--- src/rtl/fbatp_pkg.sv ---
// Shared types and constants for the five-bit address text packer.
// No dependencies; used by the top, fbatp_map and fbatp_store.
package fbatp_pkg;

    localparam int STORE_DEPTH = 16;
    localparam int SYM_W       = 5;
    localparam int CHAR_W      = 8;
    localparam int COUNT_W     = 5;
    localparam int WORD_W      = 80;
    localparam int HEAD_W      = 16;
    localparam int TAIL_W      = 64;
    localparam int IDX_W       = 4;

    localparam logic OP_ADD    = 1'b0;
    localparam logic OP_FINISH = 1'b1;

    typedef struct packed {
        logic             valid;
        logic [SYM_W-1:0] sym;
    } fbatp_sym_t;

    typedef struct packed {
        logic add_en;
        logic finish_en;
    } fbatp_ctl_t;

endpackage

--- src/rtl/five_bit_address_text_packer_top.sv ---
// Top level of the five-bit address text packer: input register, decoder,
// symbol store and result register. Depends on fbatp_pkg, fbatp_map, fbatp_store.
//
// Usage:
//   The slave channel carries one transaction per character. s_tuser is the
//   operation (0 = add character, 1 = finish); s_tdata is the character byte.
//   Characters outside 0-9, a-z, A-Z are dropped; after 16 symbols further
//   characters are ignored. A finish transaction emits one 80-bit word on
//   the master channel and clears the store. Add transactions emit nothing.
//   m_tdata[15:0] is bits 79..64 of the packed word, m_tdata[79:16] bits 63..0.
//   Path: an accepted finish sits in the input register, and the store's word
//   then loads the result register, which drives m_tvalid.
//   Throughput: one transaction per cycle while no finish waits on a stalled
//   result; the store updates between the input and result registers.
//   Reset (aresetn low, synchronous) empties the store and clears both
//   valid flags. When the receiver stalls, the result is held; add
//   transactions keep flowing, and a finish waits in the input register,
//   which drops s_tready until the result is taken.
module five_bit_address_text_packer_top (
    input  logic        aclk,
    input  logic        aresetn,
    input  logic        s_tvalid,
    output logic        s_tready,
    input  logic [7:0]  s_tdata,   // [7:0] character
    input  logic        s_tuser,   // [0] operation
    output logic        m_tvalid,
    input  logic        m_tready,
    output logic [79:0] m_tdata    // [15:0] packed_head, [79:16] packed_tail
);

    logic                           in_valid_reg;
    logic                           in_op_reg;
    logic [fbatp_pkg::CHAR_W-1:0]   in_char_reg;
    logic                           m_tvalid_reg;
    logic [fbatp_pkg::WORD_W-1:0]   out_word_reg;
    logic [fbatp_pkg::WORD_W-1:0]   word;
    logic                           go;
    fbatp_pkg::fbatp_sym_t          sym;
    fbatp_pkg::fbatp_ctl_t          ctl;

    assign go = in_valid_reg &&
                (in_op_reg == fbatp_pkg::OP_ADD || !m_tvalid_reg || m_tready);
    assign s_tready = !in_valid_reg || go;

    assign ctl.add_en    = go && (in_op_reg == fbatp_pkg::OP_ADD);
    assign ctl.finish_en = go && (in_op_reg == fbatp_pkg::OP_FINISH);

    always_ff @(posedge aclk) begin
        if (!aresetn) begin
            in_valid_reg <= 1'b0;
        end else if (s_tready) begin
            in_valid_reg <= s_tvalid;
        end
    end

    always_ff @(posedge aclk) begin
        if (s_tvalid && s_tready) begin
            in_op_reg   <= s_tuser;
            in_char_reg <= s_tdata;
        end
    end

    fbatp_map u_map (
        .char_in (in_char_reg),
        .sym_out (sym)
    );

    fbatp_store u_store (
        .aclk    (aclk),
        .aresetn (aresetn),
        .ctl     (ctl),
        .sym     (sym),
        .word    (word)
    );

    always_ff @(posedge aclk) begin
        if (!aresetn) begin
            m_tvalid_reg <= 1'b0;
        end else if (ctl.finish_en) begin
            m_tvalid_reg <= 1'b1;
        end else if (m_tready) begin
            m_tvalid_reg <= 1'b0;
        end
    end

    always_ff @(posedge aclk) begin
        if (ctl.finish_en) begin
            out_word_reg <= word;
        end
    end

    assign m_tvalid = m_tvalid_reg;
    assign m_tdata  = {out_word_reg[fbatp_pkg::TAIL_W-1:0],
                       out_word_reg[fbatp_pkg::WORD_W-1:fbatp_pkg::TAIL_W]};

endmodule

--- src/rtl/fbatp_map.sv ---
// Character decoder: maps one byte to a 5-bit symbol with a valid flag.
// Depends on fbatp_pkg.
module fbatp_map (
    input  logic [fbatp_pkg::CHAR_W-1:0] char_in,
    output fbatp_pkg::fbatp_sym_t        sym_out
);

    logic [fbatp_pkg::CHAR_W-1:0] lc;

    always_comb begin
        lc = char_in;
        if (char_in >= 8'h41 && char_in <= 8'h5A) begin
            lc = char_in + 8'h20;
        end
    end

    always_comb begin
        sym_out.valid = 1'b1;
        sym_out.sym   = '0;
        unique case (lc) inside
            [8'h30:8'h39]: sym_out.sym = fbatp_pkg::SYM_W'(lc - 8'h30);
            8'h6F:         sym_out.sym = 5'd0;
            8'h69, 8'h6C:  sym_out.sym = 5'd1;
            [8'h61:8'h68]: sym_out.sym = fbatp_pkg::SYM_W'(lc - 8'h57);
            8'h6A:         sym_out.sym = 5'd18;
            8'h6B:         sym_out.sym = 5'd19;
            8'h6D:         sym_out.sym = 5'd20;
            8'h6E:         sym_out.sym = 5'd21;
            [8'h70:8'h75]: sym_out.sym = fbatp_pkg::SYM_W'(lc - 8'h5A);
            8'h76, 8'h77:  sym_out.sym = 5'd28;
            [8'h78:8'h7A]: sym_out.sym = fbatp_pkg::SYM_W'(lc - 8'h5B);
            default:       sym_out.valid = 1'b0;
        endcase
    end

endmodule

--- src/rtl/fbatp_store.sv ---
// Symbol store and count, with the packed-word formatter.
// Depends on fbatp_pkg.
module fbatp_store (
    input  logic                          aclk,
    input  logic                          aresetn,
    input  fbatp_pkg::fbatp_ctl_t         ctl,
    input  fbatp_pkg::fbatp_sym_t         sym,
    output logic [fbatp_pkg::WORD_W-1:0]  word
);

    logic [fbatp_pkg::SYM_W-1:0]   store_reg [fbatp_pkg::STORE_DEPTH];
    logic [fbatp_pkg::COUNT_W-1:0] count_reg;
    logic [fbatp_pkg::COUNT_W-1:0] count_next;
    logic                          full;
    logic                          wr_en;

    assign full  = count_reg[fbatp_pkg::COUNT_W-1];
    assign wr_en = ctl.add_en && sym.valid && !full;

    always_comb begin
        count_next = count_reg;
        if (ctl.finish_en) begin
            count_next = '0;
        end else if (wr_en) begin
            count_next = count_reg + fbatp_pkg::COUNT_W'(1);
        end
    end

    always_ff @(posedge aclk) begin
        if (!aresetn) begin
            count_reg <= '0;
        end else begin
            count_reg <= count_next;
        end
    end

    always_ff @(posedge aclk) begin
        if (wr_en) begin
            store_reg[count_reg[fbatp_pkg::IDX_W-1:0]] <= sym.sym;
        end
    end

    always_comb begin
        word = '0;
        word[fbatp_pkg::WORD_W-1] = full;
        word[78:75] = full ? store_reg[fbatp_pkg::STORE_DEPTH-1][3:0]
                           : count_reg[fbatp_pkg::IDX_W-1:0];
        for (int k = 0; k < fbatp_pkg::STORE_DEPTH - 1; k++) begin
            word[74-5*k -: fbatp_pkg::SYM_W] =
                (fbatp_pkg::COUNT_W'(k) < count_reg) ? store_reg[k] : '0;
        end
    end

endmodule

--- config.mk ---
export PLATFORM = sky130hd
export DESIGN_NAME = five_bit_address_text_packer_top
export DESIGN_NICKNAME = d
export VERILOG_FILES = /design/src/rtl/fbatp_pkg.sv /design/src/rtl/five_bit_address_text_packer_top.sv /design/src/rtl/fbatp_map.sv /design/src/rtl/fbatp_store.sv
export SDC_FILE = /design/constraint.sdc
export NUM_CORES = 1
export LEC_CHECK = 0
export ABC_CLOCK_PERIOD_IN_PS = 6600
export BUFFER_PORTS_ARGS = -buffer_cell sky130_fd_sc_hd__buf_2
export CORE_AREA = 3 3 104 131
export DETAILED_ROUTE_END_ITERATION = 12
export DIE_AREA = 0 0 107 134
export PLACE_DENSITY = 0.75
export SYNTH_ARGS = -nofsm -noshare
export SYNTH_HDL_FRONTEND = slang
export SYNTH_SLANG_ARGS = --single-unit
--- constraint.sdc ---
create_clock -name aclk -period 6.6 [get_ports aclk]
set_input_delay 1.65 -clock aclk [delete_from_list [all_inputs] [get_ports aclk]]
set_output_delay 1.65 -clock aclk [all_outputs]
set_load 0.005 [all_outputs]
# Word level (Yosys, flattened, before mapping)
# Memories as Yosys holds them, arrays and structs flattened. A register that Yosys moved wholly into a read port is not among the register bits.
# Cells that the tools add are included.
dict set report word_totals {
  register_bits 21
  mem_bits_rw 80
  output_inout_bits 82
  mem_count 1
  romBits 0
  wordCells 94
  input_bits 13
  latch_bits 0
}
# name words width rd rd_clocked_by_memory_dff wr line_no
set memory_table {}
lappend memory_table {u_store.store_reg 16 5 16 15 1 fbatp_store.sv:11} ;# logic [fbatp_pkg::SYM_W-1:0] store_reg [fbatp_pkg::STORE_DEPTH];
dict set report op_classes {
  order_cmp 25
  shift 0
  eq_ne 9
  div_mod_pow 0
  mux 8
  n_bitwise 2
  reduce_logical 37
  add_sub_neg 6
  mul 0
}
# op count
set op_table {}
lappend op_table {{8-bit by 7-bit equality test with 1-bit output (second input constant)} 9}
lappend op_table {{5-bit case mux with 10 select lines} 1}
lappend op_table {{4-bit by 5-bit < comparator with 1-bit output (first input constant)} 7}
lappend op_table {{8-bit by 7-bit >= comparator with 1-bit output (second input constant)} 4}
lappend op_table {{8-bit by 7-bit less-or-equal comparator with 1-bit output (second input constant)} 4}
lappend op_table {{3-bit by 5-bit < comparator with 1-bit output (first input constant)} 4}
lappend op_table {{5-bit subtractor (second input constant)} 4}
lappend op_table {{1-bit logical NOT} 18}
lappend op_table {{13-bit OR reduction} 1}
lappend op_table {{1-bit logical AND} 11}
lappend op_table {{1-bit by 5-bit < comparator with 1-bit output (first input constant)} 2}
lappend op_table {{2-bit by 5-bit < comparator with 1-bit output (first input constant)} 2}
lappend op_table {{8-bit by 6-bit adder with 8-bit output (second input constant)} 1}
lappend op_table {{8-bit by 6-bit >= comparator with 1-bit output (second input constant)} 1}
lappend op_table {{8-bit by 6-bit less-or-equal comparator with 1-bit output (second input constant)} 1}
lappend op_table {{8-bit 2-to-1 mux} 1}
lappend op_table {{2-bit OR reduction} 3}
lappend op_table {{5-bit by 1-bit adder with 5-bit output (second input constant)} 1}
lappend op_table {{1-bit 2-to-1 mux} 5}
lappend op_table {{4-bit 2-to-1 mux} 1}
lappend op_table {{1-bit logical OR} 3}
lappend op_table {{1-bit NOT} 2}
lappend op_table {{2-bit nonzero test} 1}

# Longest topological paths before layout
# Gate-level depths: netlist of run 1.
dict set report logic_depth {
  depth_word 11
  ltp_mapped 14
  depth_no_buf 13
}

# Hierarchy
# A second synthesis of run 1 with hierarchy kept.
dict set report unflattened {
  cells_unflattened 423
  hier_area_um2 6919.1
}
# mod seq_area_each_um2 area_each_um2 n_inst cells_each
set modules_own_cells {}
lappend modules_own_cells {fbatp_store 2472.4 3512.1 1 240}
lappend modules_own_cells {five_bit_address_text_packer_top 2712.6 2786.4 1 100}
lappend modules_own_cells {fbatp_map 0.0 620.6 1 83}

# Least setup slack after synthesis of run 1
# Ideal clock, no wire load.
dict set report synth_timing {
  kind {input -> register}
  start {input m_tready}
  end {register u_store.count_reg[4] in the netlist's numbering}
  arrival_ps 5797
  path_slack_ps 686
  n_path_buf 1
  required_ps 6483
  cell_stages 6
  setup_time_ps 117
  path_cell_list {nor2b_1 > nor2_1 > nor2b_1 > buf_1 > and2_1 > a22o_1}
}
# item line_no
set synth_lines {}
lappend synth_lines {{from (decl)} five_bit_address_text_packer_top.sv:27} ;# input logic m_tready,
lappend synth_lines {{to (signal assigned)} fbatp_store.sv:33} ;# count_reg <= count_next;
lappend synth_lines {{to (decl)} fbatp_store.sv:12} ;# logic [fbatp_pkg::COUNT_W-1:0] count_reg;

==> key figures, run 1 <==
Run status
  • Run status: completed

GRT
  • Initial antenna violation count: 0
  • Gr usage total: 18.7%
  • Number of global-route vias before repair: 3892
  • GRT overflow: 0
  • First-pass GRT wire length: 20100 µm
  • Largest net degree at the start of global routing: 82

Min path
  • Hold crit path type: register to register

Pwr
  • Clock Power Share: 43.5%
  • Switching power of the nets: 0.484 mW
  • Logic pwr share: 3.5%
  • Int Pwr: 1.86 mW
  • PwrDens: 284 nW/µm²
  • P_leak: 3.04 nW
  • Switching share of power: 20.6%
  • Peak VDD IR: 0.168 mV
  • Flop pwr share: 53.0%

Detailed routing
  • WL final: 12900 µm
  • Routed Antenna Nets: 0
  • DR vias/cell: 5.34
  • Initial DRC count: 305
  • Drc violations: 0
  • DR vias: 3888
  • Drt first pass iters: 4
  • Drt wl/cell: 17.7 µm

Timing
  • Slew headroom: 33.9%
  • Setup violations, final: 0
  • Highest clock rate: 239 MHz
  • Final hold vios: 0
  • Fin crit share: 63.5%
  • RSZ-0062 raised after global routing: no
  • Final slew viol count: 0
  • Setup Skew: 13.3 ps
  • Slew @ Worst Pin: 991 ps
  • Clock period minus worst slack: 4190 ps
  • Setup TNS: 0 ps

Synthesis
  • Most frequent cell after synthesis: edfxtp_1
  • Post-Synth XOR/XNOR Area: 0.374%
  • Post-Synth Adder-Cell Area: 2.85%
  • Post-synth EDFFs: 168
  • Synthesis Warnings: 0
  • Top FF cell, synth: edfxtp_1
  • Compound-gate portion of the synthesized area: 6.24%
  • Main combinational cell family by area after synthesis: simple AND/OR/NAND/NOR gates
  • Seq cells post-synth: 175
  • Share of the synthesized area in the top cell type: 71.7%
  • Commonest cells in the netlist: edfxtp_1, nor2b_1, and2_1, nor2_1, ha_1
  • Syn Area/Cell: 15.7 µm²
  • Post-Syn Area: 7030 µm²
  • Seq/Total Area, Yosys: 73.7%
  • Most area-consuming cells after synthesis: edfxtp_1, nor2b_1, ha_1, and2_1, dfxtp_1
  • Ys async rst share: 0%
  • Synth unique cells: 57
  • Mapped Cells: 448
  • Area leader, netlist: edfxtp_1
  • Syn Nets: 477
  • Post-Synth Simple-Gate Area: 14.2%
  • Post-synthesis mux area share: 0.889%

Finish
  • Filler cell count: 889
  • Antenna cells: 0
  • Layout cell share with drive strength beyond 1: 26.4%
  • Storage cell area: 5180 µm²
  • Final nets: 577
  • Flip-flop count of the largest register after layout: 80
  • Cell area after layout: 8280 µm²
  • P&R area growth vs syn: 17.7%
  • Area of the multi-input gates: 1740 µm²

Worst setup path
  • Worst Setup End Kind: register
  • CP Max Fanout: 15
  • WP data required: 6560 ps
  • Crit path launch type: register
  • Critical Setup Path Class: register to register
  • Setup slack, reg-to-reg: 2410 ps
  • CP Data Arrival Time: 4150 ps

Floorplanning
  • Initial Utilization: 55.8%
  • FP Rows: 46
  • Die Height: 134 µm
  • Core ar.: 12600 µm²
  • Chip Width: 107 µm
  • Ports: 95
  • Die area: 14300 µm²

Clock tree
  • Post-CTS Resized: 0
  • Reg clk slew, reported paths: 70 ps
  • CTS Root Cell: clkbuf_16
  • Clk Latency, worst-skew pair: 420 ps
  • H-tree depth: 4
  • Hold_buf cts: 0
  • Num CTS Buffers: 17
  • CTS tree: built
  • Clock sinks: 175
  • Clock Path Buffers: 2
  • Post-CTS setup buffer count: 0

Placement
  • Post-placement cell area: 7670 µm²
  • DPL Wire Length: 8750 µm
  • Placer Congestion: 0.828
  • I/O Buffers: 94

Job
  • Max-Cap Viols: 0
-- placed cells by master, fill, tap and decap left out, drive strengths merged, types with 2 or more instances in the layout --
cell / instances
edfxtp: 168
buf: 97
nor2b: 57
and2: 31
nor2: 22
clkbuf: 17
ha: 16
inv: 16
and3: 15
nand2: 14
a21oi: 13
a31oi: 8
nand3: 7
dfxtp: 7
nor3: 6
o21ai: 6
clkinv: 6
a21o: 4
mux2i: 4
nand4: 3
bufinv: 3
o32ai: 3
a22o: 2
o211a: 2
and3b: 2
o211ai: 2
or3: 2
mux2: 2
xnor2: 2
nand2b: 2
a31o: 2
o21a: 2
-- worst max-delay path, stage by stage, from the launching register on --
cell and delay, ps:
edfxtp_1 490, inv_1 180, ha_1 310, or3b_4 430
or4_4 440, a31oi_4 210, nand3_1 190, inv_1 100
ha_1 260, a21o_1 200, a21oi_1 180, xnor2_1 80
a21oi_1 170, nand3_1 480
-- metrics by stage --
step	utilization, %	hold slack [ps]	instances	setup WS, ps	power (mW)
6_report	65.7	516	728	2410	2.35
5_1_grt	65.7	543	728	2180	2.41
4_1_cts	65.7	514	728	2390	2.36
3_3_place_gp	60.9	501	697	2650	1.35
3_5_place_dp	60.9	501	697	2500	1.35
2_1_floorplan	-	406	448	686	1.32
-- routing by layer --
layer / GRT usage [%] / share of wire [%]
met1: 21.2 / 38
met2: 33.9 / 56
met3: 3.90 / 3.9
met4: 8.17 / 2.2
met5: 0 / 0
-- power by group through the flow --
stage	logic, mW	clock network, mW	registers (mW)
finish	0.0818	1.02	1.25
global route	0.0902	1.07	1.25
CTS	0.0830	1.03	1.25
detailed placement	0.0823	0	1.27
global placement	0.0808	0	1.27
floorplan	0.0483	0	1.27
-- area by class of cell --
class                           instances  share of cell area [%]
Clock inverter                         14                    2.19
Timing Repair Buffer                   97                    5.95
Clock buffer                           17                    5.14
Inverter                               12                   0.544
Multi-Input combinational cell        245                    21.0
Sequential cell                       175                    62.6
Tap cell                              168                    2.54
-- cell families (layout without fill, tap and decap cells) --
group / after synthesis / after routing
simple gates: 169 / 169
flops: 175 / 175
buf+inv: 28 / 140
fa+ha+maj: 16 / 16
mux: 6 / 6
compound gates: 51 / 51
xor+xnor: 3 / 3
-- path summary, 6_finish.rpt --
path,start,to,cells past startpoint
worst min-delay path,u_store.store_reg[14][3]$_DFFE_PP_,out_word_reg[3]$_SDFFCE_PP0P_,1
worst max-delay path,in_char_reg[1]$_DFFE_PP_,u_store.store_reg[0][4]$_DFFE_PP_,13
worst min register to register,u_store.store_reg[14][3]$_DFFE_PP_,out_word_reg[3]$_SDFFCE_PP0P_,1
worst max register to register,in_char_reg[1]$_DFFE_PP_,u_store.store_reg[0][4]$_DFFE_PP_,13
Power figures use the tool's default switching activity.
==> run 2, diff against run 1 <==
--- a/config.mk
+++ b/config.mk
@@ -5,12 +5,13 @@
 export SDC_FILE = /design/constraint.sdc
 export NUM_CORES = 1
 export LEC_CHECK = 0
-export ABC_CLOCK_PERIOD_IN_PS = 6600
+export ABC_AREA = 1
+export ABC_CLOCK_PERIOD_IN_PS = 4150
 export BUFFER_PORTS_ARGS = -buffer_cell sky130_fd_sc_hd__buf_2
-export CORE_AREA = 3 3 104 131
+export CORE_AREA = 3 3 105 132
 export DETAILED_ROUTE_END_ITERATION = 12
-export DIE_AREA = 0 0 107 134
-export PLACE_DENSITY = 0.75
+export DIE_AREA = 0 0 108 135
+export PLACE_DENSITY = 0.74
 export SYNTH_ARGS = -nofsm -noshare
 export SYNTH_HDL_FRONTEND = slang
 export SYNTH_SLANG_ARGS = --single-unit
==> constraint.sdc (replaced) <==
create_clock -name aclk -period 4.15 [get_ports aclk]
set_input_delay 1.0375 -clock aclk [delete_from_list [all_inputs] [get_ports aclk]]
set_output_delay 1.0375 -clock aclk [all_outputs]
set_load 0.005 [all_outputs]
==> key figures, run 2 <==
Finish
  • Filler cell count: 910 (+2.4%)
  • Commonest non-fill, non-tap cell in the layout: edfxtp_1
  • Most frequent cells in the layout: edfxtp_1, nor2_1, inv_1
  • Non-Filler Instances: 873 (+20%)
  • P&R area growth vs syn: 18.6%
  • Layout cell share with drive strength beyond 1: 23.8% (-2.6 points)
  • Antenna cells: 0 (unchanged)
  • Fin util: 66.5% (+0.76 points)
  • Storage cell area: 5180 µm² (unchanged)
  • Area of the multi-input gates: 1460 µm² (-16%)
  • Final nets: 721 (+25%)
  • Cell area after layout: 8450 µm² (+2.1%)
  • Flip-flop count of the largest register after layout: 80 (unchanged)

Pwr
  • Peak VDD IR: 0.305 mV (+82%)
  • P_leak: 3.66 nW (+20%)
  • PwrDens: 439 nW/µm² (+55%)
  • Final Total Pwr: 3.71 mW (+58%)

Timing
  • Final hold slack: 496 ps (-20.7 ps)
  • Slew headroom: 44.0% (+10 points)
  • Final slew viol count: 0 (unchanged)
  • Final hold vios: 0 (unchanged)
  • RSZ-0062 raised after global routing: no
  • Setup violations, final: 0 (unchanged)
  • Final WS setup: 649 ps (-1760 ps)
  • Slew @ Worst Pin: 838 ps (-153 ps)
  • Setup Skew: 11.0 ps (-2.30 ps)
  • Highest clock rate: 286 MHz (+20%)
  • Setup TNS: 0 ps (unchanged)
  • Fin crit share: 84.4% (+21 points)
  • Clock period minus worst slack: 3500 ps (-687 ps)

Run status
  • Run status: completed

Synthesis
  • Syn Nets: 605 (+27%)
  • Most area-consuming cells after synthesis: edfxtp_1, nor2_1, inv_1, ha_1, nand2_1
  • Seq/Total Area, Yosys: 72.8% (-0.96 points)
  • Seq cells post-synth: 175 (unchanged)
  • Most frequent cell after synthesis: edfxtp_1
  • Share of the synthesized area in the top cell type: 70.8% (-0.93 points)
  • Post-Syn Area: 7130 µm² (+1.3%)
  • Post-synth EDFFs: 168 (unchanged)
  • Syn Area/Cell: 12.4 µm² (-21%)
  • Commonest cells in the netlist: edfxtp_1, nor2_1, inv_1, nand2_1, ha_1
  • Mapped Cells: 576 (+29%)
  • Area leader, netlist: edfxtp_1
  • Synth unique cells: 34 (-40%)
  • Top FF cell, synth: edfxtp_1
  • Ys async rst share: 0% (unchanged)
  • Synthesis Warnings: 0 (unchanged)

Detailed routing
  • Drt first pass iters: 7 (+3)
  • DR vias: 4402 (+13%)
  • Drt wl/cell: 15.4 µm (-13%)
  • Routed Antenna Nets: 0 (unchanged)
  • Drc violations: 0 (unchanged)
  • WL final: 13500 µm (+4.3%)
  • Initial DRC count: 371 (+22%)
  • DR vias/cell: 5.04 (-5.6%)

GRT
  • Number of global-route vias before repair: 4366 (+12%)
  • Initial antenna violation count: 0 (unchanged)
  • Largest net degree at the start of global routing: 81 (-1.2%)
  • First-pass GRT wire length: 21300 µm (+5.5%)
  • Gr usage total: 19.4% (+0.67 points)
  • GRT overflow: 0 (unchanged)

Job
  • Max-Cap Viols: 0 (unchanged)

Worst setup path
  • End of the critical path: u_store.store_reg[2][3]$_DFFE_PP_
  • Critical register-to-register path startpoint: in_char_reg[0]$_DFFE_PP_
  • Reg-to-Reg End: u_store.store_reg[2][3]$_DFFE_PP_
  • Max stage delay on crit path: 530 ps (+40 ps)
  • Worst R2R Path Depth: 20 (+7)
  • Worst Setup End Kind: register
  • CP Max Fanout: 16 (+1)
  • Crit path max-delay family: buffers and inverters
  • WP data required: 4300 ps (-2260 ps)
  • Crit path launch type: register
  • Critical Setup Path Class: register to register
  • Setup slack, reg-to-reg: 650 ps (-1760 ps)
  • Buf/Inv on CP: 6 (+4)
  • Most frequent CP cell: inv_1
  • Slowest cell on the critical path: edfxtp_1
  • CP Data Arrival Time: 3650 ps (-500 ps)
  • Critical path cell sequence: inv_1 > ha_1 > inv_1 > nor2_1 > nand3_1 > nand2_1 > inv_2 > nand3_2 > nand2_4 > inv_2 > nand2_2 > o21ai_1 > nand2_2 > inv_1 > ha_1 > a31o_2 > xor2_1 > a21oi_1 > o221ai_1 > buf_4
  • CP startpoint: in_char_reg[0]$_DFFE_PP_
  • Crit path depth: 20 (+7)

Placement
  • Post-placement cell area: 7860 µm² (+2.4%)
  • Placer Congestion: 0.865 (+4.5%)
  • DPL Wire Length: 9760 µm (+12%)
  • Placed Cells: 841 (+21%)
  • I/O Buffers: 94 (unchanged)
  • Placement Setup Slack: 669 ps (-1830 ps)

Clock tree
  • Clock sinks: 175 (unchanged)
  • Num CTS Buffers: 17 (unchanged)
  • CTS tree: built
  • Clk Latency, worst-skew pair: 420 ps (about the same)
  • Hold_buf cts: 0 (unchanged)
  • Clock Path Buffers: 2 (unchanged)
  • H-tree depth: 4 (unchanged)
  • Post-CTS setup buffer count: 0 (unchanged)
  • Post-CTS Resized: 0 (unchanged)
  • CTS Root Cell: clkbuf_16
  • Reg clk slew, reported paths: 60 ps (about the same)

Floorplanning
  • Initial Utilization: 56.0% (+0.22 points)
  • Chip Width: 108 µm (+0.93%)
  • Core ar.: 12700 µm² (+0.91%)
  • Die Height: 135 µm (+0.75%)
  • FP Rows: 46 (unchanged)
  • Die area: 14600 µm² (+1.7%)
  • Ports: 95 (unchanged)

Min path
  • Hold crit path type: register to register
==> run 2: area by class of cell <==
type | instances | area share (%)
Timing Repair Buffer | 101 | 6.34
Clock inverter | 15 | 2.01
Inverter | 122 | 5.51
Sequential cell | 175 | 61.3
Clock buffer | 17 | 5.03
Multi-Input combinational cell | 275 | 17.3
Tap cell | 168 | 2.49
==> run 2: cell families after synthesis <==
kind of cell / synth area share, %
AOI/OAI and AO/OA: 2.74
xor gates and xnor gates: 0.369
adders and majority gates: 2.81
buffers and inverters: 6.85
DFF: 72.8
and+or+nand+nor: 14.5
==> run 2: how the worst min path moves through the flow <==
stage                                            startpoint                        endpoint  slack, ps  cells past startpoint
after floorplan           u_store.count_reg[4]$_SDFFE_PP0P_      out_word_reg[79]$_DFFE_PP_        410                      0
after global placement    u_store.store_reg[0][4]$_DFFE_PP_  out_word_reg[74]$_SDFFCE_PP0P_        490                      2
after detailed placement  u_store.store_reg[2][1]$_DFFE_PP_  out_word_reg[61]$_SDFFCE_PP0P_        490                      2
after CTS                 u_store.store_reg[2][1]$_DFFE_PP_  out_word_reg[61]$_SDFFCE_PP0P_        500                      2
after global routing      u_store.store_reg[2][1]$_DFFE_PP_  out_word_reg[61]$_SDFFCE_PP0P_        520                      2
final                     u_store.store_reg[2][1]$_DFFE_PP_  out_word_reg[61]$_SDFFCE_PP0P_        500                      2
==> run 2: worst reg2reg max path: cells and delay by family (launching register included) <==
kind	cells	cell delay, ps
flops	1	530
simple gates	7	710
compound gates	4	610
fa+ha+maj	2	550
buf+inv	6	690
xor+xnor	1	140
==> run 2: power by group <==
group | internal [mW] | switching, mW | leakage, nW
Combinational | 0.0565 | 0.119 | 1.74
Clock | 0.857 | 0.692 | 0.285
Sequential | 1.97 | 0.0145 | 1.63
==> run 2: routing by layer <==
metal	share of wire, %	global-route usage, %
met5	0	0
met1	36	20.3
met4	2.4	7.23
met2	57	37.1
met3	4.7	4.40
